**src/hw/rtl/dssm_pkg.sv**
```systemverilog
`timescale 1ns / 1ps

package dssm_pkg;

  localparam int DEPTH  = 16;
  localparam int DATA_W = 32;
  localparam int ADDR_W = $clog2(DEPTH);
  localparam int CNT_W  = $clog2(DEPTH + 1);

  localparam logic [1:0] CMD_PUSH = 2'd0;
  localparam logic [1:0] CMD_POP  = 2'd1;
  localparam logic [1:0] CMD_PEEK = 2'd2;
  localparam logic [1:0] CMD_SHOW = 2'd3;

  localparam logic [1:0] ST_OK    = 2'd0;
  localparam logic [1:0] ST_OVER  = 2'd1;
  localparam logic [1:0] ST_UNDER = 2'd2;

  // Commands from the controller to the datapath.
  typedef struct packed {
    logic capture;  // take the request into the datapath
    logic exec;     // decide the request, update counts, present the first read
    logic load;     // move the store read data into the result register
    logic advance;  // step the display walk to the next element
  } dssm_cmd_t;

  // Status from the datapath to the controller.
  typedef struct packed {
    logic             immediate;  // result known without reading the store
    logic             last;       // result register holds the final result
    logic [CNT_W:0]   total;      // words held by both stacks
  } dssm_sts_t;

endpackage

```
**src/hw/rtl/dual_stack_shared_memory_unit.sv**
```systemverilog
`timescale 1ns / 1ps

// Two stacks in one store of DEPTH 32-bit words: stack A grows up from entry 0
// and stack B grows down from the top entry. Each request names a stack and a
// push, pop, peek or display, and is answered by one result, or by one result
// per element for a display of a non-empty stack, the final one flagged by
// out_last. A push returns status overflow when the store is full, pop, peek and
// display of an empty stack return underflow, both with zero data. One request
// is handled at a time: a push or any request answered without a store read
// goes from acceptance through the execute and output states, a pop or peek
// through execute, read and output, and each further display element through
// fetch, read and output; the output state holds while out_stall is high.
// The store has a registered read port and needs no clearing pass after reset.
module dual_stack_shared_memory_unit (
  input  logic                               clk,
  input  logic                               rst_n,
  input  logic                               in_valid,
  output logic                               in_stall,
  input  logic [1:0]                         in_command,
  input  logic                               in_stack_select,
  input  logic signed [dssm_pkg::DATA_W-1:0] in_push_value,
  output logic                               out_valid,
  input  logic                               out_stall,
  output logic signed [dssm_pkg::DATA_W-1:0] out_data_value,
  output logic [1:0]                         out_status,
  output logic                               out_last
);
  import dssm_pkg::*;

  dssm_cmd_t cmd;
  dssm_sts_t sts;

  dssm_ctrl u_ctrl (
    .clk       (clk),
    .rst_n     (rst_n),
    .in_valid  (in_valid),
    .in_stall  (in_stall),
    .out_valid (out_valid),
    .out_stall (out_stall),
    .cmd       (cmd),
    .sts       (sts)
  );

  dssm_dp u_dp (
    .clk             (clk),
    .rst_n           (rst_n),
    .in_command      (in_command),
    .in_stack_select (in_stack_select),
    .in_push_value   (in_push_value),
    .out_data_value  (out_data_value),
    .out_status      (out_status),
    .out_last        (out_last),
    .cmd             (cmd),
    .sts             (sts)
  );

  a_fill_bound: assert property (@(posedge clk) disable iff (!rst_n)
    sts.total <= (CNT_W + 1)'(DEPTH))
    else $error("stacks hold more words than the store");

  a_one_request: assert property (@(posedge clk) disable iff (!rst_n)
    in_valid && !in_stall |=> in_stall)
    else $error("second request taken while one is in progress");

  a_last_ends: assert property (@(posedge clk) disable iff (!rst_n)
    out_valid && !out_stall && out_last |=> !out_valid)
    else $error("result follows the final result of a request");

  a_fail_is_last: assert property (@(posedge clk) disable iff (!rst_n)
    out_valid && (out_status != ST_OK) |-> out_last && (out_data_value == '0))
    else $error("failure result not single or carries data");

endmodule

```
**src/hw/rtl/dssm_ram.sv**
```systemverilog
`timescale 1ns / 1ps

module dssm_ram #(
  parameter int WIDTH = 32,
  parameter int DEPTH = 16
) (
  input  logic                     clk,
  input  logic                     we,
  input  logic [$clog2(DEPTH)-1:0] waddr,
  input  logic [WIDTH-1:0]         wdata,
  input  logic [$clog2(DEPTH)-1:0] raddr,
  output logic [WIDTH-1:0]         rdata
);

  logic [WIDTH-1:0] mem_r [DEPTH];
  logic [WIDTH-1:0] rdata_r;

  always_ff @(posedge clk) begin
    if (we) begin
      mem_r[waddr] <= wdata;
    end
    rdata_r <= mem_r[raddr];
  end

  assign rdata = rdata_r;

endmodule

```
**src/hw/rtl/dssm_ctrl.sv**
```systemverilog
`timescale 1ns / 1ps

module dssm_ctrl (
  input  logic                clk,
  input  logic                rst_n,
  input  logic                in_valid,
  output logic                in_stall,
  output logic                out_valid,
  input  logic                out_stall,
  output dssm_pkg::dssm_cmd_t cmd,
  input  dssm_pkg::dssm_sts_t sts
);
  import dssm_pkg::*;

  localparam logic [2:0] S_IDLE  = 3'd0;
  localparam logic [2:0] S_EXEC  = 3'd1;
  localparam logic [2:0] S_FETCH = 3'd2;
  localparam logic [2:0] S_READ  = 3'd3;
  localparam logic [2:0] S_OUT   = 3'd4;

  logic [2:0] state_r;
  logic [2:0] state_nxt;

  always_comb begin
    state_nxt = state_r;
    unique case (state_r)
      S_IDLE: begin
        if (in_valid) begin
          state_nxt = S_EXEC;
        end
      end
      S_EXEC: begin
        state_nxt = sts.immediate ? S_OUT : S_READ;
      end
      S_FETCH: begin
        state_nxt = S_READ;
      end
      S_READ: begin
        state_nxt = S_OUT;
      end
      S_OUT: begin
        if (!out_stall) begin
          state_nxt = sts.last ? S_IDLE : S_FETCH;
        end
      end
      default: begin
        state_nxt = S_IDLE;
      end
    endcase
  end

  always_ff @(posedge clk) begin
    if (!rst_n) begin
      state_r <= S_IDLE;
    end else begin
      state_r <= state_nxt;
    end
  end

  assign in_stall    = (state_r != S_IDLE);
  assign out_valid   = (state_r == S_OUT);
  assign cmd.capture = (state_r == S_IDLE) && in_valid;
  assign cmd.exec    = (state_r == S_EXEC);
  assign cmd.load    = (state_r == S_READ);
  assign cmd.advance = (state_r == S_OUT) && !out_stall && !sts.last;

endmodule

```
**src/hw/rtl/dssm_dp.sv**
```systemverilog
`timescale 1ns / 1ps

module dssm_dp (
  input  logic                               clk,
  input  logic                               rst_n,
  input  logic [1:0]                         in_command,
  input  logic                               in_stack_select,
  input  logic signed [dssm_pkg::DATA_W-1:0] in_push_value,
  output logic signed [dssm_pkg::DATA_W-1:0] out_data_value,
  output logic [1:0]                         out_status,
  output logic                               out_last,
  input  dssm_pkg::dssm_cmd_t                cmd,
  output dssm_pkg::dssm_sts_t                sts
);
  import dssm_pkg::*;

  logic [CNT_W-1:0]  count_a_r, count_a_nxt;
  logic [CNT_W-1:0]  count_b_r, count_b_nxt;
  logic [1:0]        cmd_r;
  logic              sel_r;
  logic [DATA_W-1:0] val_r;
  logic [ADDR_W-1:0] walk_r;
  logic [DATA_W-1:0] data_r;
  logic [1:0]        status_r;
  logic              last_r;

  logic [CNT_W-1:0]  cnt;
  logic [CNT_W:0]    total;
  logic              full;
  logic              empty;
  logic              immediate;
  logic [CNT_W-1:0]  rd_idx;
  logic [CNT_W-1:0]  wr_idx;
  logic              we;
  logic [DATA_W-1:0] rdata;
  logic              walk_done;

  assign cnt       = sel_r ? count_b_r : count_a_r;
  assign total     = {1'b0, count_a_r} + {1'b0, count_b_r};
  assign full      = (total >= (CNT_W + 1)'(DEPTH));
  assign empty     = (cnt == '0);
  assign immediate = (cmd_r == CMD_PUSH) || empty;
  assign walk_done = ({1'b0, walk_r} + CNT_W'(1)) == cnt;

  // Stack A tops out at count_a-1 and walks down; stack B tops out at
  // DEPTH-count_b and walks up.
  assign rd_idx = sel_r ? (CNT_W'(DEPTH) - count_b_r + {1'b0, walk_r})
                        : (count_a_r - CNT_W'(1) - {1'b0, walk_r});
  assign wr_idx = sel_r ? (CNT_W'(DEPTH) - CNT_W'(1) - count_b_r) : count_a_r;
  assign we     = cmd.exec && (cmd_r == CMD_PUSH) && !full;

  dssm_ram #(
    .WIDTH (DATA_W),
    .DEPTH (DEPTH)
  ) u_store (
    .clk   (clk),
    .we    (we),
    .waddr (wr_idx[ADDR_W-1:0]),
    .wdata (val_r),
    .raddr (rd_idx[ADDR_W-1:0]),
    .rdata (rdata)
  );

  always_comb begin
    count_a_nxt = count_a_r;
    count_b_nxt = count_b_r;
    if (cmd.exec) begin
      if (we) begin
        if (sel_r) begin
          count_b_nxt = count_b_r + CNT_W'(1);
        end else begin
          count_a_nxt = count_a_r + CNT_W'(1);
        end
      end else if ((cmd_r == CMD_POP) && !empty) begin
        if (sel_r) begin
          count_b_nxt = count_b_r - CNT_W'(1);
        end else begin
          count_a_nxt = count_a_r - CNT_W'(1);
        end
      end
    end
  end

  always_ff @(posedge clk) begin
    if (!rst_n) begin
      count_a_r <= '0;
      count_b_r <= '0;
    end else begin
      count_a_r <= count_a_nxt;
      count_b_r <= count_b_nxt;
    end
  end

  always_ff @(posedge clk) begin
    if (cmd.capture) begin
      cmd_r  <= in_command;
      sel_r  <= in_stack_select;
      val_r  <= in_push_value;
      walk_r <= '0;
    end else if (cmd.advance) begin
      walk_r <= walk_r + ADDR_W'(1);
    end

    if (cmd.exec && immediate) begin
      data_r   <= '0;
      status_r <= (cmd_r != CMD_PUSH) ? ST_UNDER : (full ? ST_OVER : ST_OK);
      last_r   <= 1'b1;
    end else if (cmd.load) begin
      data_r   <= rdata;
      status_r <= ST_OK;
      // A pop has already lowered its count, so only a display checks the walk.
      last_r   <= (cmd_r != CMD_SHOW) || walk_done;
    end
  end

  assign out_data_value = data_r;
  assign out_status     = status_r;
  assign out_last       = last_r;

  assign sts.immediate = immediate;
  assign sts.last      = last_r;
  assign sts.total     = total;

endmodule
```
**config.mk**
```make
export PLATFORM = sky130hd
export DESIGN_NAME = dual_stack_shared_memory_unit
export DESIGN_NICKNAME = d
export VERILOG_FILES = /design/src/hw/rtl/dssm_pkg.sv /design/src/hw/rtl/dual_stack_shared_memory_unit.sv /design/src/hw/rtl/dssm_ram.sv /design/src/hw/rtl/dssm_ctrl.sv /design/src/hw/rtl/dssm_dp.sv
export SDC_FILE = /design/constraint.sdc
export NUM_CORES = 1
export LEC_CHECK = 0
export BUFFER_PORTS_ARGS = -buffer_cell sky130_fd_sc_hd__buf_4
export CAP_MARGIN = 0
export CELL_PAD_IN_SITES_DETAIL_PLACEMENT = 0
export CELL_PAD_IN_SITES_GLOBAL_PLACEMENT = 1
export CORE_ASPECT_RATIO = 0.5
export CORE_MARGIN = 2
export CORE_UTILIZATION = 59
export CTS_CLUSTER_SIZE = 24
export DETAILED_ROUTE_END_ITERATION = 10
export PLACE_DENSITY_LB_ADDON = 0.15
export SETUP_SLACK_MARGIN = 0.02
export SYNTH_ARGS = -nofsm -noshare
export SYNTH_HDL_FRONTEND = slang
export SYNTH_SLANG_ARGS = --single-unit
```
**constraint.sdc**
```tcl
create_clock -name clk -period 5.7 [get_ports clk]
set_input_delay 0.285 -clock clk [delete_from_list [all_inputs] [get_ports clk]]
set_output_delay 0.285 -clock clk [all_outputs]
set_load 0.005 [all_outputs]
```
==> results of run 1 <==
[flip-flops by register name, summed over array words and instances (netlist names), 2 cells and up]
| register | cells |
|---|---|
| u_dp.cmd_r | 2 |
| u_dp.walk_r | 4 |
| u_dp.out_data_value | 32 |
| u_dp.count_b_r | 5 |
| u_dp.count_a_r | 5 |
| u_ctrl.state_r | 3 |
| u_dp.u_store.mem_r | 512 |
| u_dp.out_status | 2 |
| u_dp.u_store.rdata | 32 |
| u_dp.val_r | 32 |
[worst paths after layout]
| kind | depth (start not counted) | to | startpoint |
|---|---|---|---|
| setup reg to reg | 6 | u_dp.u_store.mem_r[11][17] | u_dp.count_a_r[2] |
| hold reg to reg | 1 | u_dp.out_data_value[20] | u_dp.u_store.rdata[20] |
| setup / recovery | 6 | u_dp.u_store.mem_r[11][17] | u_dp.count_a_r[2] |
| hold / removal | 3 | u_dp.count_b_r[4] | rst_n |
[per-stage QoR]
step / util, % / power (mW) / hold slack [ns]
floorplan: - / 6.27 / 0.384
CTS: 67.9 / 10.1 / 0.0149
finish: 67.9 / 10.0 / 0.0421
global route: 67.9 / 10.4 / 0.0359
detailed placement: 62.8 / 6.62 / 0.424
global placement: 62.8 / 6.60 / 0.430
[cells in the mapped netlist (all sizes together), types with 3 or more instances]
cell type and instances:
nand2 12, dfxtp 82, xnor2 12, nor2 31
a211oi 3, buf 48, fa 3, nand3 9
nor3b 4, mux2i 109, edfxtp 549, inv 16
and3 5, a31oi 4, nand2b 3, nor3 10
ha 16, a21boi 3, clkbuf 9, a22o 33
xor2 4, o21ai 13, a21oi 15, mux4 128
nand4 3, nand3b 3
[layout make-up]
type,instances,share of cell area (%)
multi-input combinational,457,21.1
sequential,631,66.1
timing repair buffer,130,4.02
clock inverter,16,0.643
clock buffer,79,5.51
inverter,16,0.219
tap,540,2.46
[routing by layer]
metal  routed length, µm  GRT usage [%]  vias to the layer above
met5                   0              0                        -
met4                 775           4.74                        0
met3                2780           3.75                       64
met1               22100           35.9                     6025
met2               22000           35.7                      372
li1                    -              -                     5002
[worst max-delay path, delay by kind of cell, from the launching register on]
family          cells  cell delay (ns)
compound gates      2             0.78
fa+ha+maj           1             0.34
flops               1             0.60
simple gates        3             1.69
[power by group]
part,total (mW),leakage [nW],internal [mW],switching [mW]
Clock,3.52,0.828,1.97,1.55
Sequential,5.42,5.63,5.25,0.170
Combinational,1.10,2.74,0.547,0.553
[repair_timing]
item,CTS,global route
endpoints found under the hold margin,36,0
hold buffers,36,0
gates resized for setup,0,0
[logic make-up after synthesis]
family,after synthesis
AOI/OAI and AO/OA,89
DFF,631
adders and majority gates,19
muxes,237
and+or+nand+nor,96
buffers and inverters,74
xor gates and xnor gates,16
==> out/metrics.yaml, run 1 <==
status: "finished, final reports clean"
grt_max_degree: 129
ys.flop_type: "edfxtp_1"
first_iter_violations: 1046
yosysWarnings: 0
finClkSkew_ns: 0.0217
routabilityCongestion: 0.806
p_leak_nw: 9.20
final_nets: 1345
io_pins: 76
synth_cells: 1162
synth-compound-area-share_pct: 2.78
drc_errors: 0
core-area_um2: 40400
cp.required_ns: 5.89
synth.area.top_cells: "edfxtp_1 68%, mux4_2 12%, dfxtp_1 6.8%"
place_inst: 1738
synthAdderAreaFrac_pct: 1.08
grt_setup_unrepaired: "false"
synth-edff-count: 549
max_slew_margin_pct: 16.2
cts_tree: "yes"
finalSetupViolCount: 0
root_buffer: "clkbuf_16"
htree_num_levels: 2
fillCellCount: 2538
end_kind: "register"
cpPeakStageDelay_ns: 1.10
worstMarginPinSlew_ns: 1.25
cp.arrival_ns: 4.01
synth-simple-area-share_pct: 2.34
cts_num_sinks: 631
fin_area_um2: 27400
synth_area_per_cell_um2: 20.8
layout_setup_ws_ns: 1.88
ff2ff_setup_slack_ns: 1.88
synth_nets: 1220
ant_nets: 0
wl_per_cell_um: 25.5
fp-row-count: 52
synthToLayoutAreaGrowth_pct: 13.6
layout_common_cells: "549 x edfxtp_1, 128 x mux4_2, 107 x mux2i_1"
cp_slowest_cell: "nor2_4"
dr.pass1.iters: 5
critPathKind: "register to register"
finalCritPeriodShare_pct: 67.0
dieArea_um2: 42700
dr_total_vias: 11500
drv_slew: 0
grt_pass1_wl_mm: 73.8
fin_cells: 1869
antenna_cells: 0
hold_path_class: "primary input to register"
io_buffers: 75
placed_cell_area_um2: 25400
clk_path_buf_depth: 3
crit_chain: "ha_1, and4_4, o21a_4, nor2_1, o21ai_0, nor2_4"
vias_per_cell: 6.13
place_ws_ns: 1.84
synth_top_area_share_pct: 68.2
setup_tns_ns: 0
die_h_um: 147
fmax_ghz: 0.262
regArea_um2: 18100
grt_pass1_vias: 11900
clkSlewWorstSetupHoldPaths_ns: 0.07
synth_xor_area_share_pct: 0.580
finalCriticalPeriod_ns: 3.82
layout_commonest_cell: "edfxtp_1"
grt_antenna_before_repair: 0
synth_top_family_by_area: "multiplexers"
async_flop_share_pct: 0
post_cts_buffers: 0
routed_wl_mm: 47.6
ys_types: 68
overflow: 0
numCtsBuffers: 51
drive_gt1_share_pct: 25.7
startpoint_type: "register"
synthMuxAreaShare_pct: 16.4
finalHoldViolations: 0
synth_top_cell_by_area: "edfxtp_1"
power_density_nw_per_um2: 366
peakVddDrop_uv: 217
clk_latency_ns: 0.58
critPathMaxFanout: 32
synth-seq-cells: 631
start_util_pct: 59.8
seq_area_frac_synth_pct: 75.0
die_w_um: 290
groute.usage.overall_pct: 23.2
multiInputGateArea_um2: 5780
maxCapViolCount: 0
hpwlAfterDp_mm: 27.5
netlist_area_um2: 24200
(Power assumes the default switching activity.)
==> run 2, diff against run 1 <==
--- a/config.mk
+++ b/config.mk
@@ -5,13 +5,14 @@
 export SDC_FILE = /design/constraint.sdc
 export NUM_CORES = 1
 export LEC_CHECK = 0
+export ABC_AREA = 1
 export BUFFER_PORTS_ARGS = -buffer_cell sky130_fd_sc_hd__buf_4
 export CAP_MARGIN = 0
 export CELL_PAD_IN_SITES_DETAIL_PLACEMENT = 0
 export CELL_PAD_IN_SITES_GLOBAL_PLACEMENT = 1
 export CORE_ASPECT_RATIO = 0.5
 export CORE_MARGIN = 2
-export CORE_UTILIZATION = 59
+export CORE_UTILIZATION = 46
 export CTS_CLUSTER_SIZE = 24
 export DETAILED_ROUTE_END_ITERATION = 10
 export PLACE_DENSITY_LB_ADDON = 0.15
==> constraint.sdc (replaced) <==
create_clock -name clk -period 3.1 [get_ports clk]
set_input_delay 0.155 -clock clk [delete_from_list [all_inputs] [get_ports clk]]
set_output_delay 0.155 -clock clk [all_outputs]
set_load 0.005 [all_outputs]
==> out/metrics.yaml, run 2 <==
seq_area_frac_synth_pct: 71.5  # was 75.0%
async_flop_share_pct: 0  # unchanged
synthToLayoutAreaGrowth_pct: 16.7  # was 13.6%
synth_top_area_share_pct: 65.0  # was 68.2%
reg2reg_from: "u_dp.count_a_r[0]"  # was u_dp.count_a_r[2]
synth_nets: 2149  # was 1,220
status: "finished, final reports clean"  # unchanged
io_pins: 76  # unchanged
critical_path.startpoint: "u_dp.count_a_r[0]"  # was u_dp.count_a_r[2]
fp-row-count: 60  # was 52
io_buffers: 75  # unchanged
cts_tree: "yes"  # unchanged
grt_pass1_vias: 14900  # was 11,900
finalHoldViolations: 0  # unchanged
clk_path_buf_depth: 3  # unchanged
groute.usage.overall_pct: 22.5  # was 23.2%
first_iter_violations: 1550  # was 1,046
root_buffer: "clkbuf_16"  # unchanged
ff2ff_setup_slack_ns: 0.24  # was 1.88 ns
vias_per_cell: 5.34  # was 6.13
top_register: "u_dp.u_store.mem_r"  # unchanged
startpoint_type: "register"  # unchanged
drive_gt1_share_pct: 11.7  # was 25.7%
routabilityCongestion: 0.804  # was 0.806
clk_latency_ns: 0.62  # was 0.58 ns
synth_area_per_cell_um2: 12.1  # was 20.8 µm²
rr_worst_depth: 12  # was 6
power_density_nw_per_um2: 725  # was 366 nW/µm²
pwr-share-seq_pct: 48.4  # was 54.0%
layout_commonest_cell: "edfxtp_1"  # unchanged
fmax_ghz: 0.350  # was 0.262 GHz
yosysWarnings: 0  # unchanged
max_slew_margin_pct: 52.7  # was 16.2%
critPathKind: "register to register"  # unchanged
routed_wl_mm: 64.6  # was 47.6 mm
grt_max_degree: 89  # was 129
hold_ws_ns: 0.241  # was 0.0421 ns
p_sw_mw: 6.50  # was 2.28 mW
ant_nets: 0  # unchanged
die_h_um: 170  # was 147 µm
synthTopCellsByCount: "549 x edfxtp_1, 346 x nand2_1, 232 x inv_1"  # was 549 x edfxtp_1, 128 x mux4_2, 109 x mux2i_1
setup_tns_ns: 0  # unchanged
finClkSkew_ns: 0.0347  # was 0.0217 ns
synth_top_cell_by_area: "edfxtp_1"  # unchanged
largest_reg_flops: 512  # unchanged
antenna_cells: 0  # unchanged
overflow: 0  # unchanged
cts_num_sinks: 631  # unchanged
dr.pass1.iters: 5  # unchanged
ys_types: 36  # was 68
cellInternalPower_mw: 14.9  # was 7.76 mW
dieArea_um2: 57200  # was 42,700 µm²
synth_most_common_cell: "edfxtp_1"  # unchanged
ys.flop_type: "edfxtp_1"  # unchanged
setup.worst_path.end: "u_dp.u_store.rdata[2]"  # was u_dp.u_store.mem_r[11][17]
utilization_pct: 54.7  # was 67.9%
synth_cells: 2091  # was 1,162
p_leak_nw: 10.8  # was 9.20 nW
numCtsBuffers: 55  # was 51
r2r-end: "u_dp.u_store.rdata[2]"  # was u_dp.u_store.mem_r[11][17]
dr_total_vias: 16100  # was 11,500
finalSetupViolCount: 0  # unchanged
peakVddDrop_uv: 514  # was 217 µV
grt_antenna_before_repair: 0  # unchanged
start_util_pct: 46.9  # was 59.8%
layout_common_cells: "549 x edfxtp_1, 343 x nand2_1, 232 x inv_1"  # was 549 x edfxtp_1, 128 x mux4_2, 107 x mux2i_1
switching_share_pct: 30.3  # was 22.7%
grt_pass1_wl_mm: 95.6  # was 73.8 mm
wl_per_cell_um: 21.5  # was 25.5 µm
maxCapViolCount: 0  # unchanged
worstMarginPinSlew_ns: 0.710  # was 1.25 ns
critPathMaxFanout: 35  # was 32
grt_setup_unrepaired: "false"  # unchanged
cp.arrival_ns: 3.41  # was 4.01 ns
cp.required_ns: 3.65  # was 5.89 ns
clockPowerShare_pct: 31.3  # was 35.1%
netlist_area_um2: 25400  # was 24,200 µm²
synth-seq-cells: 631  # unchanged
final_nets: 2276  # was 1,345
htree_num_levels: 2  # unchanged
end_kind: "register"  # unchanged
finalCriticalPeriod_ns: 2.86  # was 3.82 ns
synth.area.top_cells: "edfxtp_1 65%, dfxtp_1 6.5%, nand2_1 5.1%"  # was edfxtp_1 68%, mux4_2 12%, dfxtp_1 6.8%
hold_path_class: "primary input to register"  # unchanged
drv_slew: 0  # unchanged
clkSlewWorstSetupHoldPaths_ns: 0.07  # about the same
core-area_um2: 54100  # was 40,400 µm²
synth-edff-count: 549  # unchanged
fin_cells: 3009  # was 1,869
hpwlAfterDp_mm: 33.3  # was 27.5 mm
comb_power_share_pct: 20.3  # was 11.0%
drc_errors: 0  # unchanged
place_inst: 2862  # was 1,738
finalCritPeriodShare_pct: 92.2  # was 67.0%
die_w_um: 336  # was 290 µm
[run 2: cell types whose count changed after synthesis, moves of 126 or more]
cell / change
inv_1: +217
o21ai_0: +166
o211ai_1: +126
o21ai_1: +162
nand2_1: +334
a21oi_1: +132
mux4_2: -128
[run 2: logic make-up (layout without fill, tap and decap cells)]
logic type	Yosys count	count (layout)	share of synthesized area (%)
fa+ha+maj	19	19	1.03
compound gates	655	655	14.7
xor+xnor	20	20	0.691
simple gates	407	407	6.26
buf+inv	359	533	5.84
flops	631	631	71.5
[run 2: per-stage QoR]
step,setup WS [ns],area (µm²),power (mW)
floorplan,-0.177,25400,13.2
global placement,0.308,27400,14.8
detailed placement,0.243,27400,14.9
CTS,0.228,29600,21.6
global route,0.0584,29600,22.5
finish,0.242,29600,21.4
[run 2: worst max-delay path, cell delays in order (launching register included)]
cell and delay (ns):
dfxtp_1 0.33, inv_1 0.09, ha_1 0.37, fa_1 0.55, o21ai_4 0.24, buf_4 0.21, buf_6 0.38, o211ai_1 0.16
o21ai_1 0.13, inv_1 0.06, o21ai_1 0.12, nand2_1 0.06, nand2_1 0.09
[run 2: how the worst min path moves through the flow]
stage                      startpoint                end  cells after the start
floorplan                       rst_n  u_ctrl.state_r[2]                      2
global placement     in_push_value[9]      u_dp.val_r[9]                      1
detailed placement   in_push_value[1]      u_dp.val_r[1]                      1
CTS                 in_push_value[12]     u_dp.val_r[12]                      2
global route        in_push_value[14]     u_dp.val_r[14]                      2
finish              in_push_value[12]     u_dp.val_r[12]                      2
[run 2: per-layer routing]
metal	wire, µm	track usage, %
met1	31800	34.5
met4	1000	4.37
met2	28100	33.8
met3	3720	3.85
met5	0	0
[run 2: power groups by stage]
stage	clock network, mW	logic, mW	registers (mW)
2_1_floorplan	0	2.86	10.3
3_3_place_gp	0	4.26	10.6
3_5_place_dp	0	4.28	10.6
4_1_cts	6.82	4.34	10.4
5_1_grt	7.17	4.88	10.4
6_report	6.71	4.35	10.4
[run 2: what timing repair did]
item | CTS | global route
gates resized for setup | 0 | 2
hold buffers | 40 | 0
hold endpoints to repair | 47 | 0
endpoints found under the setup margin | 0 | 1
setup buffers | 0 | 2
[run 2: area by class of cell]
| cell class | instances | area (µm²) |
|---|---|---|
| well taps | 744 | 931 |
| clock inverters | 32 | 245 |
| inverters | 234 | 880 |
| clock buffers | 72 | 1490 |
| multi-input cells | 1101 | 5940 |
| flip-flops and latches | 631 | 18100 |
| fillers | 4578 | 24500 |
| repair buffers | 195 | 1990 |
==> run 3, diff against run 2 <==
--- a/config.mk
+++ b/config.mk
@@ -16,6 +16,7 @@
 export CTS_CLUSTER_SIZE = 24
 export DETAILED_ROUTE_END_ITERATION = 10
 export PLACE_DENSITY_LB_ADDON = 0.15
+export RECOVER_POWER = 100
 export SETUP_SLACK_MARGIN = 0.02
 export SYNTH_ARGS = -nofsm -noshare
 export SYNTH_HDL_FRONTEND = slang
==> out/metrics.yaml, run 3 (synthesis results as in run 2) <==
routed.top_layer: "met4"  # unchanged
drv_slew: 0  # unchanged
cp.required_ns: 3.32  # was 3.65 ns
worstMarginPinSlew_ns: 1.40  # was 0.710 ns
route.met2.wl_mm: 28.3  # was 28.1 mm
io_pins: 76  # unchanged
power_density_nw_per_um2: 731  # was 725 nW/µm²
cts_num_sinks: 631  # unchanged
final_nets: 2276  # unchanged
status: "finished, final reports clean"  # unchanged
grt_pass1_wl_mm: 95.6  # unchanged
ff2ff_setup_slack_ns: 0.21  # was 0.24 ns
grt_antenna_before_repair: 0  # unchanged
drive_gt1_share_pct: 10.7  # was 11.7%
routed_wl_mm: 64.6  # about the same
cts_tree: "yes"  # unchanged
drc_errors: 0  # unchanged
clkSlewWorstSetupHoldPaths_ns: 0.07  # about the same
hold_path_class: "primary input to register"  # unchanged
finalSetupViolCount: 0  # unchanged
groute.usage.overall_pct: 22.5  # unchanged
core-area_um2: 54100  # unchanged
wl_met1_mm: 31.7  # was 31.8 mm
clk_latency_ns: 0.62  # about the same
die_w_um: 336  # unchanged
top_register: "u_dp.u_store.mem_r"  # unchanged
layout_setup_ws_ns: 0.212  # was 0.242 ns
fp-row-count: 60  # unchanged
wl_met3_mm: 3.71  # was 3.72 mm
numCtsBuffers: 55  # unchanged
io_buffers: 75  # unchanged
finalCriticalPeriod_ns: 2.89  # was 2.86 ns
antenna_cells: 0  # unchanged
cp.arrival_ns: 3.11  # was 3.41 ns
die_h_um: 170  # unchanged
p_leak_nw: 10.6  # was 10.8 nW
root_buffer: "clkbuf_16"  # unchanged
layout_common_cells: "549 x edfxtp_1, 343 x nand2_1, 232 x inv_1"  # unchanged
startpoint_type: "register"  # unchanged
finalCritPeriodShare_pct: 93.2  # was 92.2%
wl_per_cell_um: 21.5  # about the same
overflow: 0  # unchanged
grt_max_degree: 89  # unchanged
place_ws_ns: 0.243  # unchanged
grt_setup_unrepaired: "false"  # unchanged
utilization_pct: 54.1  # was 54.7%
clk_path_buf_depth: 3  # unchanged
hpwlAfterDp_mm: 33.3  # unchanged
end_kind: "register"  # unchanged
routabilityCongestion: 0.804  # unchanged
htree_num_levels: 2  # unchanged
dr_total_vias: 16100  # about the same
finClkSkew_ns: 0.0350  # was 0.0347 ns
critPathKind: "register to register"  # unchanged
setup_tns_ns: 0  # unchanged
finalHoldViolations: 0  # unchanged
layout_commonest_cell: "edfxtp_1"  # unchanged
ant_nets: 0  # unchanged
maxCapViolCount: 0  # unchanged
max_slew_margin_pct: 6.80  # was 52.7%
critPathMaxFanout: 32  # was 35
largest_reg_flops: 512  # unchanged
start_util_pct: 46.9  # unchanged
peakVddDrop_uv: 515  # was 514 µV
dieArea_um2: 57200  # unchanged
vias_per_cell: 5.35  # was 5.34
dr.pass1.iters: 4  # was 5
fmax_ghz: 0.346  # was 0.350 GHz
grt_pass1_vias: 14900  # unchanged
synthToLayoutAreaGrowth_pct: 15.4  # was 16.7%
first_iter_violations: 1686  # was 1,550
==> run 3: metal layers <==
| metal | vias to the layer above | global-route usage [%] |
|---|---|---|
| met2 | 427 | 33.8 |
| met3 | 70 | 3.85 |
| li1 | 7677 | - |
| met5 | - | 0 |
| met1 | 7916 | 34.5 |
| met4 | 0 | 4.37 |
==> run 3: report_power, final <==
part | switching, mW | internal, mW | leakage (nW)
sequential | 0.482 | 9.91 | 5.63
clock | 3.13 | 3.58 | 0.841
combinational | 2.87 | 1.43 | 4.16
==> run 3: worst paths after layout <==
path	cells past startpoint	end	from
worst max-delay path	13	u_dp.u_store.mem_r[2][3]	u_dp.count_a_r[1]
worst min-delay path	2	u_dp.val_r[12]	in_push_value[12]
worst max register to register	13	u_dp.u_store.mem_r[2][3]	u_dp.count_a_r[1]
worst min register to register	1	u_dp.out_data_value[23]	u_dp.u_store.rdata[23]
==> run 3: per-stage QoR <==
| stage | hold WS [ns] | instance area [µm²] | instances | power [mW] |
|---|---|---|---|---|
| floorplan | 0.253 | 25400 | 2091 | 13.2 |
| global placement | 0.333 | 27400 | 2862 | 14.8 |
| detailed placement | 0.334 | 27400 | 2862 | 14.9 |
| CTS | 0.215 | 29600 | 3006 | 21.6 |
| global route | 0.248 | 29300 | 3009 | 22.4 |
| finish | 0.260 | 29300 | 3009 | 21.4 |
==> run 3: repair_timing <==
item / CTS / global route
hold buffers: 40 / 0
gates resized for setup: 0 / 2
setup endpoints to repair: 0 / 1
hold endpoints to repair: 47 / 0
buffers inserted: 0 / 2
==> run 3: final cells by class <==
class,count,area [µm²]
clock buffers,72,1490
clock inverters,32,245
fillers,4624,24900
inverters,234,880
multi-input cells,1101,5860
flip-flops and latches,631,18100
well taps,744,931
repair buffers,195,1730
==> run 3: worst max-delay path, cell delays in order (launching register included) <==
cell and delay, ns:
dfxtp_1 0.32, buf_4 0.15, ha_1 0.27, nand3_1 0.08, nand2_1 0.05, nand2_1 0.05
nand2_1 0.04, nand2_1 0.08, nand3_1 0.09, inv_1 0.23, nand3_1 0.10, clkbuf_2 0.20
nor2_4 0.09, clkbuf_4 0.72
